<file path="config.mk">
export PLATFORM = sky130hd
export DESIGN_NAME = kpdc_update
export DESIGN_NICKNAME = d
export VERILOG_FILES = /design/src/hdl/kpdc_pkg.sv /design/src/hdl/kpdc_update.sv
export SDC_FILE = /design/constraint.sdc
export NUM_CORES = 1
export LEC_CHECK = 0
export BUFFER_PORTS_ARGS = -buffer_cell sky130_fd_sc_hd__buf_4
export CORE_AREA = 8 8 103 105
export DETAILED_ROUTE_END_ITERATION = 16
export DIE_AREA = 0 0 111 113
export PLACE_DENSITY = 0.84
export SLEW_MARGIN = 20
export SYNTH_ARGS = -nofsm -noshare
export SYNTH_HDL_FRONTEND = slang
export SYNTH_SLANG_ARGS = --single-unit
</file>
<file path="constraint.sdc">
create_clock -name vclk -period 18.4
set_input_delay 3.68 -clock vclk [all_inputs]
set_output_delay 3.68 -clock vclk [all_outputs]
set_load 0.1 [all_outputs]
</file>
<file path="src/hdl/kpdc_pkg.sv">
// Shared types and constants for the key press duration counter.
`timescale 1ns / 1ps
`default_nettype none
package kpdc_pkg;

    localparam int ROW_W   = 4;
    localparam int COL_W   = 3;
    localparam int TIME_W  = 16;
    localparam int COUNT_W = 32;
    localparam int CMD_W   = 2;

    // Full key index before trimming to the table depth (16 rows x 8 columns).
    localparam int FULL_IDX_W = ROW_W + COL_W;

    localparam logic [TIME_W-1:0] THRESHOLD_RESET = 16'd250;

    typedef enum logic [CMD_W-1:0] {
        CMD_PRESS   = 2'd0,
        CMD_RELEASE = 2'd1,
        CMD_QUERY   = 2'd2
    } cmd_t;

    typedef enum logic {
        ST_IDLE   = 1'b0,
        ST_UPDATE = 1'b1
    } state_t;

    // One table entry per key.
    typedef struct packed {
        logic [COUNT_W-1:0] long_count;
        logic [COUNT_W-1:0] short_count;
        logic [TIME_W-1:0]  stamp;
    } entry_t;

    // Input word, last field in the lowest bits.
    typedef struct packed {
        logic [6:0]        pad;
        logic [TIME_W-1:0] now_ms;
        logic [COL_W-1:0]  key_col;
        logic [ROW_W-1:0]  key_row;
        logic [CMD_W-1:0]  cmd;
    } in_word_t;

    // Result word, last field in the lowest bits.
    typedef struct packed {
        logic [4:0]         pad;
        logic [COUNT_W-1:0] long_total;
        logic [COUNT_W-1:0] short_total;
        logic [TIME_W-1:0]  held_ms;
        logic               was_long;
        logic               counted;
        logic               key_valid;
    } out_word_t;

    localparam int IN_WORD_W  = $bits(in_word_t);
    localparam int OUT_WORD_W = $bits(out_word_t);

endpackage
`default_nettype wire

</file>
<file path="src/hdl/kpdc_update.sv">
// Modify step: measures the held time, picks the counter and forms the result word.
`timescale 1ns / 1ps
`default_nettype none
module kpdc_update (
    input  wire [kpdc_pkg::CMD_W-1:0]  cmd,
    input  wire [kpdc_pkg::TIME_W-1:0] now_ms,
    input  wire [kpdc_pkg::TIME_W-1:0] threshold,
    input  wire                        key_ok,
    input  wire kpdc_pkg::entry_t      old_entry,
    output logic                       wr_en,
    output kpdc_pkg::entry_t           new_entry,
    output kpdc_pkg::out_word_t        result
);

    logic [kpdc_pkg::TIME_W-1:0] held;
    logic                        is_long;

    assign held    = now_ms - old_entry.stamp;
    assign is_long = held >= threshold;

    always_comb
    begin
        new_entry = old_entry;
        wr_en     = 1'b0;
        result    = '0;
        case (kpdc_pkg::cmd_t'(cmd))
            kpdc_pkg::CMD_PRESS:
            begin
                new_entry.stamp = now_ms;
                wr_en           = key_ok;
            end
            kpdc_pkg::CMD_RELEASE:
            begin
                wr_en           = key_ok;
                result.counted  = key_ok;
                result.was_long = key_ok & is_long;
                result.held_ms  = key_ok ? held : '0;
                if (is_long)
                begin
                    new_entry.long_count = old_entry.long_count + 1'b1;
                end
                else
                begin
                    new_entry.short_count = old_entry.short_count + 1'b1;
                end
            end
            default:
            begin
                // Query and the unused code only report the counters.
                wr_en = 1'b0;
            end
        endcase
        result.key_valid   = key_ok;
        result.short_total = key_ok ? new_entry.short_count : '0;
        result.long_total  = key_ok ? new_entry.long_count : '0;
    end

endmodule
`default_nettype wire

</file>
======== Word level (Yosys, flattened, before mapping) ========
Cells that the tools add are included.
word-level totals
  output and inout bits ................... 169
  register bits after elaboration ......... 0
  input port bits ......................... 115
operators by class
  order comparisons ....................... 1
  $add $sub $neg .......................... 3
  reductions and logical operators ........ 2
  muxes and demuxes ....................... 9
  bitwise gates (word level) .............. 1
  equality and inequality tests ........... 1
operator list
  kind                                            number
  two-way mux 32 bit                              4
  adder 32 x 1 -> 32 bit (second input constant)  2
  two-way mux 64 bit                              1
  two-way mux 16 bit                              2
  two-way mux 18 bit                              1
  greater-or-equal comparator 16 bit              1
  subtractor 16 bit                               1
  == test 2 x 1 -> 1 bit (second input constant)  1
  logical NOT 2 bit                               1
  OR reduction 2 bit                              1
  bitwise AND 1 bit                               1
  two-way mux 1 bit                               1

======== Longest topological paths before layout ========
  word-level depth ........................ 5
  mapped depth ............................ 19
  depth with buffers taken out ............ 17

======== Worst setup path after synthesis ========
Ideal clock, no wire load.
  kind .................................... in2out
  from .................................... in old_entry[1] (netlist name)
  to ...................................... out result[36] (netlist name)
  required time ........................... 14.720 ns
  stages .................................. 18
  path buffers ............................ 2
  path slack .............................. 5.318 ns
  arrival ................................. 9.402 ns
  path through ............................ inv_1 -> ha_1 -> nor2b_1 -> o31a_1 -> a211o_1 -> or3_1 -> a211oi_2 -> xnor2_1 -> ha_1 -> a21o_1 -> a21oi_1 -> nor2b_1 -> nor3_2 -> clkbuf_1 -> buf_2 -> nand4_1 -> xnor2_1 -> and2_1
RTL lines
  what                line               text
  start: declaration  kpdc_update.sv:9   input wire kpdc_pkg::entry_t old_entry,
  end: declaration    kpdc_update.sv:12  output kpdc_pkg::out_word_t result

==> metrics.md <==
| Metric | Value |
|---|---|
| Top Ports | `284` |
| Portion of total power attributed to combinational logic | `100.0%` |
| Netlist area before placement | `3760 um^2` |
| Launching element type of the critical path | `input pin` |
| Die outline width | `111 um` |
| Wire per inst | `17.9 um` |
| Setup repair after global routing missed its margin | `false` |
| Signed area change from the synthesized netlist to the final layout | `56.7%` |
| Number of clock buffers in the layout | `0` |
| Class of the most critical setup path | `input pin to primary output` |
| Sequential element share of the synthesized area | `0%` |
| Crit share post-route | `64.2%` |
| Highest clock frequency the design can meet | `0.0846 GHz` |
| Post-CTS Resized | `0` |
| Dpl hpwl | `14.7 mm` |
| Depth of the worst hold-timing path | `3` |
| Critical path's largest stage delay | `0.55 ns` |
| Switching Share | `75.3%` |
| Sequential Area | `0 um^2` |
| Gr usage total | `24.5%` |
| Count of different cell masters after synthesis | `51` |
| Number of buffers inserted for hold repair after clock tree synthesis | `0` |
| First-pass iteration count of the detailed router | `5` |
| First-iteration detailed-routing DRC count | `258` |
| Setup total negative slack | `0 ns` |
| Internal power summed over all cells | `78.0 uW` |
| Run status | `complete, no violations` |
| Post-route DRC | `0` |
| Placeable core region | `8980 um^2` |
| Final period demand of the worst path | `11.82 ns` |
| Most used cells in the layout excluding fill and tap cells | `buf_4, nand2_1, and2_1` |
| Largest fanout of any net on the critical path | `32` |
| Setup repair bufs after CTS | `0` |
| Count of endpoints failing hold in the final timing report | `0` |
| Hold EP | `wr_en` |
| Fraction of the core area covered by cells at the end of the flow | `65.7%` |
| P per Cell Area | `53.5 nW/um^2` |
| Total Die Area | `12500 um^2` |
| Final setup violation count | `0` |
| Part of the power in registers | `0%` |
| Number of max-slew violations in the final report | `0` |
| Post-DR vias/cell | `5.44` |
| Data required time of the worst path | `14.72 ns` |
| Cell type of the slowest stage on the worst timing path | `a21oi_1` |
| Average footprint of a synthesized cell | `6.55 um^2` |
| Warnings, synthesis | `0` |
| Start point of the worst hold path | `cmd[1]` |
| Arrival @ worst endpoint | `8.14 ns` |
| Number of antenna violations at the first check in global routing | `0` |
| Worst IR drop on VDD | `0.0368 mV` |
| Static Leak | `2.99 nW` |
| Hold crit path type | `input pin to primary output` |
| Synthesized instance count | `575` |
| Total via count in the routed design | `5130` |
| Slew @ Worst Pin | `0.768 ns` |
| Critical path buffer and inverter count | `4` |
| Clock share of power | `0%` |
| Total overflow reported by the global router | `0` |
| Post-layout worst setup margin | `6.58 ns` |
| Total Power | `316 uW` |
| DIE HEIGHT | `113 um` |
| Cell-by-cell trace of the critical path | `buf_4 > inv_1 > ha_1 > nor2b_1 > o31a_1 > a211o_1 > or3_1 > a211oi_2 > a21oi_1 > xor2_1 > ha_1 > nand4_1 > a21oi_1 > nor3_4 > buf_4 > a21oi_1 > and3_1 > mux2i_1 > buf_4` |
| Ratio of cells with drive above 1 in the final layout | `36.2%` |
| Endpoint type of the worst setup path | `primary output` |
| Last weighted congestion value of the routability-driven placer | `0.958` |
| Row count | `35` |
| Total inserted antenna cells | `0` |
| Pre-CTS setup slack | `6.59 ns` |
| Antenna-violating nets left | `0` |
| MaxCap Viol Count | `0` |
| Largest net degree at the start of global routing | `91` |
| Post-layout nets | `983` |
| Number of sequential cells in the layout | `0` |
| Global-route wire length before repair | `26.0 mm` |
| Worst relative slew slack | `48.8%` |
| Commonest non-fill, non-tap cell in the layout | `buf_4` |
| Vias in the first global route | `5124` |
| Initial Utilization | `41.9%` |
| Switching power of the nets | `238 uW` |
| Cell class contributing the biggest share of worst-path delay | `compound AO/OA/AOI/OAI gates` |
| Number of port buffers | `279` |
| Final WL | `16.9 mm` |
[worst min-delay path, cell delays in order]
cell and delay [ns]:
buf_4 0.09, nor2b_1 0.04, buf_4 0.22
[area by class of cell]
| type | count | area, um^2 |
|---|---|---|
| Fill cell | 799 | 3080 |
| Multi-Input combinational cell | 507 | 3480 |
| Inverter | 42 | 158 |
| Timing Repair Buffer | 283 | 2120 |
| Tap cell | 111 | 139 |
[power by group through the flow]
stage | logic (mW) | registers, mW | clock network [mW]
6_report | 0.316 | 0 | 0
3_5_place_dp | 0.315 | 0 | 0
2_1_floorplan | 0.237 | 0 | 0
4_1_cts | 0.316 | 0 | 0
3_3_place_gp | 0.312 | 0 | 0
5_1_grt | 0.331 | 0 | 0
[per-stage QoR]
| step | hold slack [ns] | cell area [um^2] | std cells |
|---|---|---|---|
| after global routing | 7.74 | 5900 | 943 |
| final | 7.72 | 5900 | 943 |
| after global placement | 7.71 | 5900 | 943 |
| after CTS | 7.72 | 5900 | 943 |
| after floorplan | 7.57 | 3780 | 579 |
| after detailed placement | 7.72 | 5900 | 943 |
[kinds of logic after synthesis]
group                      after synthesis  share of synthesized area (%)
and+or+nand+nor                        293                           43.0
buffers and inverters                   72                           8.18
xor gates and xnor gates                73                           17.2
adders and majority gates               34                           11.5
AOI/OAI and AO/OA                       80                           14.0
muxes                                   22                           5.98
other                                    1                         0.0996
[worst max path at each step]
stage,start,end,cells past startpoint
detailed placement,old_entry[1],result[63],19
floorplan,old_entry[1],result[36],18
global placement,old_entry[1],result[63],19
global route,old_entry[1],result[63],19
CTS,old_entry[1],result[63],19
finish,old_entry[1],result[63],19
[cells in the mapped netlist (all sizes together) (6+ instances only)]
master  instances  area [um^2]
nand4          27          169
nor2b           6         37.5
and4            7         61.3
nor3           15         85.1
o21ai          26          130
nor4           12         87.6
nand2          67          251
and3           12         75.1
nand2b         19          126
clkbuf         19         71.3
ha             33          413
nand3          32          170
xor2           35          307
inv            42          158
xnor2          38          340
nor2           27          101
a211oi         12         95.1
a21oi          22          114
buf            11         78.8
and2           55          344
mux2i          18          180
[layer usage]
| metal | up-vias | wire, um | GRT usage [%] |
|---|---|---|---|
| li1 | 2513 | - | - |
| met1 | 2342 | 6680 | 27.2 |
| met2 | 251 | 8560 | 46.0 |
| met3 | 24 | 1330 | 6.14 |
| met4 | 0 | 323 | 4.59 |
| met5 | - | 0 | 0 |
(Power assumes the default switching activity.)
