==> config.mk <==
export PLATFORM = sky130hd
export DESIGN_NAME = kpdc_table
export DESIGN_NICKNAME = d
export VERILOG_FILES = /design/src/hdl/kpdc_pkg.sv /design/src/hdl/kpdc_table.sv
export SDC_FILE = /design/constraint.sdc
export NUM_CORES = 2
export LEC_CHECK = 0
export BUFFER_PORTS_ARGS = -buffer_cell sky130_fd_sc_hd__buf_4
export CAP_MARGIN = 20
export CORE_ASPECT_RATIO = 0.5
export CORE_MARGIN = 3
export CORE_UTILIZATION = 48
export DETAILED_ROUTE_END_ITERATION = 6
export PLACE_DENSITY = 0.74
export SYNTH_ARGS = -nofsm -noshare
export SYNTH_HDL_FRONTEND = slang
export SYNTH_MEMORY_MAX_BITS = 65536
export SYNTH_SLANG_ARGS = --single-unit
==> constraint.sdc <==
create_clock -name clk -period 2.7 [get_ports clk]
set_clock_uncertainty 0.15 [all_clocks]
set_input_delay 0.135 -clock clk [delete_from_list [all_inputs] [get_ports clk]]
set_output_delay 0.135 -clock clk [all_outputs]
set_load 0.005 [all_outputs]
==> src/hdl/kpdc_pkg.sv <==
// Shared types and constants for the key press duration counter.
`timescale 1ns / 1ps
`default_nettype none
package kpdc_pkg;

    localparam int ROW_W   = 4;
    localparam int COL_W   = 3;
    localparam int TIME_W  = 16;
    localparam int COUNT_W = 32;
    localparam int CMD_W   = 2;

    // Full key index before trimming to the table depth (16 rows x 8 columns).
    localparam int FULL_IDX_W = ROW_W + COL_W;

    localparam logic [TIME_W-1:0] THRESHOLD_RESET = 16'd250;

    typedef enum logic [CMD_W-1:0] {
        CMD_PRESS   = 2'd0,
        CMD_RELEASE = 2'd1,
        CMD_QUERY   = 2'd2
    } cmd_t;

    typedef enum logic {
        ST_IDLE   = 1'b0,
        ST_UPDATE = 1'b1
    } state_t;

    // One table entry per key.
    typedef struct packed {
        logic [COUNT_W-1:0] long_count;
        logic [COUNT_W-1:0] short_count;
        logic [TIME_W-1:0]  stamp;
    } entry_t;

    // Input word, last field in the lowest bits.
    typedef struct packed {
        logic [6:0]        pad;
        logic [TIME_W-1:0] now_ms;
        logic [COL_W-1:0]  key_col;
        logic [ROW_W-1:0]  key_row;
        logic [CMD_W-1:0]  cmd;
    } in_word_t;

    // Result word, last field in the lowest bits.
    typedef struct packed {
        logic [4:0]         pad;
        logic [COUNT_W-1:0] long_total;
        logic [COUNT_W-1:0] short_total;
        logic [TIME_W-1:0]  held_ms;
        logic               was_long;
        logic               counted;
        logic               key_valid;
    } out_word_t;

    localparam int IN_WORD_W  = $bits(in_word_t);
    localparam int OUT_WORD_W = $bits(out_word_t);

endpackage
`default_nettype wire

==> src/hdl/kpdc_table.sv <==
// Per-key statistics memory with one read and one write port and reset valid bits.
`timescale 1ns / 1ps
`default_nettype none
module kpdc_table #(
    parameter int KEYS  = 60,
    parameter int IDX_W = 6
) (
    input  wire                 clk,
    input  wire                 rst_n,
    input  wire                 rd_en,
    input  wire [IDX_W-1:0]     rd_idx,
    output kpdc_pkg::entry_t    rd_entry,
    input  wire                 wr_en,
    input  wire [IDX_W-1:0]     wr_idx,
    input  wire kpdc_pkg::entry_t wr_entry
);

    kpdc_pkg::entry_t mem [KEYS];
    kpdc_pkg::entry_t rd_data_reg;
    logic             rd_hit_reg;
    logic [KEYS-1:0]  entry_valid_reg;

    always_ff @(posedge clk)
    begin
        if (wr_en)
        begin
            mem[wr_idx] <= wr_entry;
        end
        if (rd_en)
        begin
            rd_data_reg <= mem[rd_idx];
        end
    end

    // An entry never written since reset reads as all zero.
    always_ff @(posedge clk or negedge rst_n)
    begin
        if (!rst_n)
        begin
            entry_valid_reg <= '0;
            rd_hit_reg      <= 1'b0;
        end
        else
        begin
            if (wr_en)
            begin
                entry_valid_reg[wr_idx] <= 1'b1;
            end
            if (rd_en)
            begin
                rd_hit_reg <= entry_valid_reg[rd_idx];
            end
        end
    end

    assign rd_entry = rd_hit_reg ? rd_data_reg : '0;

endmodule
`default_nettype wire

-- Yosys cells after proc, flatten, opt, wreduce, memory -nomap -nowiden
Memories as Yosys holds them, arrays and structs flattened. A register that Yosys moved wholly into a read port is not among the register bits.
Index checks and enable logic that the tools add are counted.
- reduce and logical (&&, ||, !) cells: 1
- muxes and demuxes: 7
- $lt $le $gt $ge: 3
- bitwise gates (word level): 1
- operators by type and width (kind ; count):
    $mux 80 ; 1
    $or 60x60->60 ; 1
    $lt 6x7->1 const B ; 2
    $bmux 1 s6 ; 1
    $demux 1 s6 ; 1
    $ge 6x1->1 const B ; 1
    $mux 1 ; 4
    $logic_and 1x1->1 ; 1
- register bits after elaboration: 61
- logic and storage cells: 15
- bits of input ports: 96
- bits in writable memories: 4800
- memories kept: 1
- memories (memory ; depth ; width ; rd ports ; clocked after memory_dff ; wr ports ; line ; source):
    mem ; 60 ; 80 ; 1 ; 1 ; 1 ; kpdc_table.sv:18 ; kpdc_pkg::entry_t mem [KEYS];

-- Logic depth before layout (Yosys ltp)
- word-level depth: 5
- depth in mapped cells: 11

-- Worst setup path before layout
No wires, ideal clock.
- path type: in2reg
- from: in wr_idx[5]
- to: reg entry_valid_reg[32]
- library setup time: 0.099 ns
- stages on the path: 6
- setup slack: -4.291 ns
- data arrival time: 6.742 ns
- path through: clkbuf_1 > nand2_1 > nor3_1 > nand2b_1 > nor3_1 > or2_2
- longest elaborated chain between the ends: 5
- elaborated cells between the ends (all ways): 6
- ends and longest elaborated chain (element ; line ; source):
    start: declaration ; kpdc_table.sv:14 ; input wire [IDX_W-1:0] wr_idx,
    $lt 6x7->1 (not written as such) or $ge 6x1->1 (tied branches) ; kpdc_table.sv:47 ; entry_valid_reg[wr_idx] <= 1'b1;
    $logic_and 1x1->1 (not written as such) ; kpdc_table.sv:47 ;
    $mux 1 (not written as such) ; kpdc_table.sv:47 ;
    $demux 1 s6 (*) ; kpdc_table.sv:47 ;
    $or 60x60->60 (no source line) (*) ; -- ;
    end signal: assignment ; kpdc_table.sv:40 ; entry_valid_reg <= '0;
    end signal: indexed assignment ; kpdc_table.sv:47 ;
    end: declaration ; kpdc_table.sv:21 ; logic [KEYS-1:0] entry_valid_reg;
Mark *: on every way between the ends. The rest lies on a longest branch, timed or not.
A chain may end at the register's enable or synchronous reset.

-- Worst setup path in the final report
- from: in wr_en
- to: mem mem[32][70] (netlist name) (enable)
- longest elaborated chain between the ends: 2
- ends and longest elaborated chain (element ; line ; source):
    start: declaration ; kpdc_table.sv:13 ; input wire wr_en,
    $mux 1 ; kpdc_table.sv:25 ; if (wr_en)
    $mux 1 (not written as such) ; kpdc_table.sv:27 ; mem[wr_idx] <= wr_entry;
    end: declaration ; kpdc_table.sv:18 ;
No other way between the ends.

==> impl_metrics.env <==
export IMPL_grt_pass1_vias=94700
export IMPL_h_tree_depth=5
export IMPL_drc=0
export IMPL_hp_class="in2reg"
export IMPL_synth_ff_type="edfxtp_1"
export IMPL_powerDensity_nw_per_um2=709
export IMPL_ant_nets=0
export IMPL_ys_warn_count=0
export IMPL_largest_register_ffs=4800
export IMPL_critical_path_class="in2reg"
export IMPL_ys_seq_elements=4941
export IMPL_syn_area_um2=189000
export IMPL_peakVddDrop_uv=625
export IMPL_fin_total_pwr_w=0.155
export IMPL_seq_area_frac_synth_pct=78.5
export IMPL_timing_fmax_mhz=384
export IMPL_gp_congestion=0.803
export IMPL_synth_fp_nets=7966
export IMPL_layout_nets=8958
export IMPL_combPwrFrac_pct=5.7
export IMPL_seq_power_share_pct=55.2
export IMPL_p_clk_share_pct=39.2
export IMPL_cts_root_buf="clkbuf_16"
export IMPL_fillers=27200
export IMPL_setup_viol=0
export IMPL_syn_to_final_growth_pct=16.0
export IMPL_yosys_cell_count_top_type="edfxtp_1"
export IMPL_tightest_slew_ns=0.965
export IMPL_grt_use_total_pct=26.3
export IMPL_synth_top_area_share_pct=77.7
export IMPL_cts_made_buffers=429
export IMPL_rows=162
export IMPL_core_um2=390000
export IMPL_hpwlAfterDp_um=289000
export IMPL_critPathRequiredTime_ns=3.08
export IMPL_dp_slack_ns=-0.274
export IMPL_initial_utilization_pct=48.3
export IMPL_worstPathCellList="dlygate4sd3_1 -> buf_4 -> nand2_1 -> nor3_4 -> dlygate4sd3_1 -> nand2b_1 -> nor3_4 -> buf_12"
export IMPL_stdcell_area_um2=219000
export IMPL_synth_edf_count=4880
export IMPL_switching_share_pct=21.3
export IMPL_rsz0062_at_grt="no"
export IMPL_die_h_um=449
export IMPL_endpoint_kind="flop"
export IMPL_drt_iter0_drc=16800
export IMPL_finalHoldViolCount=0
export IMPL_synth_area_per_cell_um2=24.0
export IMPL_critPathArrivalTime_ns=2.99
export IMPL_drt_pass1_iterations=5
export IMPL_ios=176
export IMPL_status="completed"
export IMPL_grt_overflow_total=0
export IMPL_async_flop_share_pct=1.23
export IMPL_power_switching_w=0.0330
export IMPL_placed_cell_area_um2=204000
export IMPL_power_leakage_nw=69.3
export IMPL_synth_top_area_cell="edfxtp_1"
export IMPL_seqCellArea_um2=148000
export IMPL_multi_input_area_um2=38700
export IMPL_critPathMaxFanout=43
export IMPL_insertion_delay_ns=0.98
export IMPL_grt_max_degree=82
export IMPL_synth_common_cells="4880 x edfxtp_1, 1330 x mux4_2, 250 x mux2i_1"
export IMPL_cts_sinks=4941
export IMPL_finalCriticalPeriod_ns=2.61
export IMPL_wl_um=534000
export IMPL_max_stage_delay_ns=0.66
export IMPL_antenna_found_initial=43
export IMPL_clkTransAtPathRegs_ns=0.07
export IMPL_fin_crit_sh_pct=96.5
export IMPL_slew_viol_final=0
export IMPL_routed_via_density=6.58
export IMPL_dieArea_um2=401000
export IMPL_cap_violations=0
export IMPL_numPortBuffers=175
export IMPL_wl_per_cell_um=36.8
export IMPL_drive_gt1_share_pct=33.2
export IMPL_layout_setup_ws_ns=0.0945
export IMPL_synth_cell_type_count=51
export IMPL_cpMaxStageDelayCell="dlygate4sd3_1"
export IMPL_num_vias=95300
export IMPL_tritoncts="yes"
export IMPL_clockBufferDepth=4
export IMPL_synthCells=7870
export IMPL_die_w_um=892
export IMPL_ys_top_cells_by_area="edfxtp_1 78%, mux4_2 16%, mux2i_1 1.3%, dfrtp_1 0.81%, mux2_2 0.45%"
export IMPL_relSlewSlack_pct=35.7
export IMPL_power_internal_w=0.122
export IMPL_cp_start_kind="primary input"
export IMPL_hold_slack_ns=0.0601
export IMPL_grt_pass1_wl_um=743000
## what timing repair did
action                                   CTS  global route
gates resized for setup                    0             3
hold buffers                             100             0
pin swaps                                  0             1
endpoints found under the setup margin    35             4
setup buffers                              1             3
hold endpoints to repair                6383             0
## metal layers
layer	track usage, %	vias up	part of all wire, %
met4	8.72	18	4.0
met5	0	-	0.022
met1	37.0	50500	35
met3	7.15	1212	15
met2	40.4	7763	46
li1	-	35800	-
## placed cells by master, fill, tap and decap left out, types with 75 or more instances in the layout
| master | count |
|---|---|
| a21oi_1 | 97 |
| and2_1 | 87 |
| buf_12 | 311 |
| buf_4 | 576 |
| clkbuf_1 | 80 |
| clkbuf_16 | 434 |
| clkinv_1 | 90 |
| clkinv_2 | 93 |
| dlygate4sd3_1 | 99 |
| edfxtp_1 | 4880 |
| mux2_2 | 75 |
| mux2i_1 | 250 |
| mux4_2 | 1330 |
| nand2_1 | 88 |
## worst max-delay path: cells and delay by family
kind / cells / cell delay [ns]
and+or+nand+nor: 4 / 0.82
buffers and inverters: 4 / 1.87
## power groups by stage
stage	Combinational [W]	Clock (W)	Sequential, W
6_report	0.00880	0.0607	0.0855
5_1_grt	0.00924	0.0639	0.0855
4_1_cts	0.00864	0.0610	0.0855
3_5_place_dp	0.00835	0	0.0872
3_3_place_gp	0.00817	0	0.0871
2_1_floorplan	0.00467	0	0.0869
## final timing paths
kind	cells after the start	slack (ns)	start	to
setup reg to reg	6	0.13	mem[32][11]	rd_data_reg[11]
max in group asynchronous	3	1.21	rst_n	rd_hit_reg
setup / recovery	8	0.09	wr_en	mem[32][70]
hold / removal	2	0.06	wr_entry[68]	mem[18][68]
hold reg to reg	1	0.32	entry_valid_reg[11]	entry_valid_reg[11]
min in group asynchronous	3	0.52	rst_n	entry_valid_reg[56]
## cell type report
cell class              instances  area share (%)
flip-flops and latches       4941            67.7
multi-input cells            2494            17.7
repair buffers                995            5.34
clock buffers                 517            5.12
well taps                    5248            3.00
clock inverters               270            1.09
diodes                         27          0.0309
inverters                       1         0.00515
## cell families (layout without fill, tap and decap cells)
kind of cell / count (synthesis) / in the layout / synth area share (%)
buf+inv: 435 / 1783 / 1.24
simple gates: 463 / 463 / 1.22
compound gates: 375 / 375 / 1.36
mux: 1656 / 1656 / 17.7
other cells: 0 / 27 / 0
flops: 4941 / 4941 / 78.5
## per-stage QoR
| stage | TNS, ns | instances | utilization (%) |
|---|---|---|---|
| finish | 0 | 14500 | 56.0 |
| global route | 0 | 14500 | 56.0 |
| CTS | 0 | 14500 | 56.0 |
| detailed placement | -3.22 | 13600 | 52.2 |
| global placement | -2.48 | 13600 | 52.2 |
| floorplan | -1211.45 | 7870 | - |
Power figures use the tool's default switching activity.
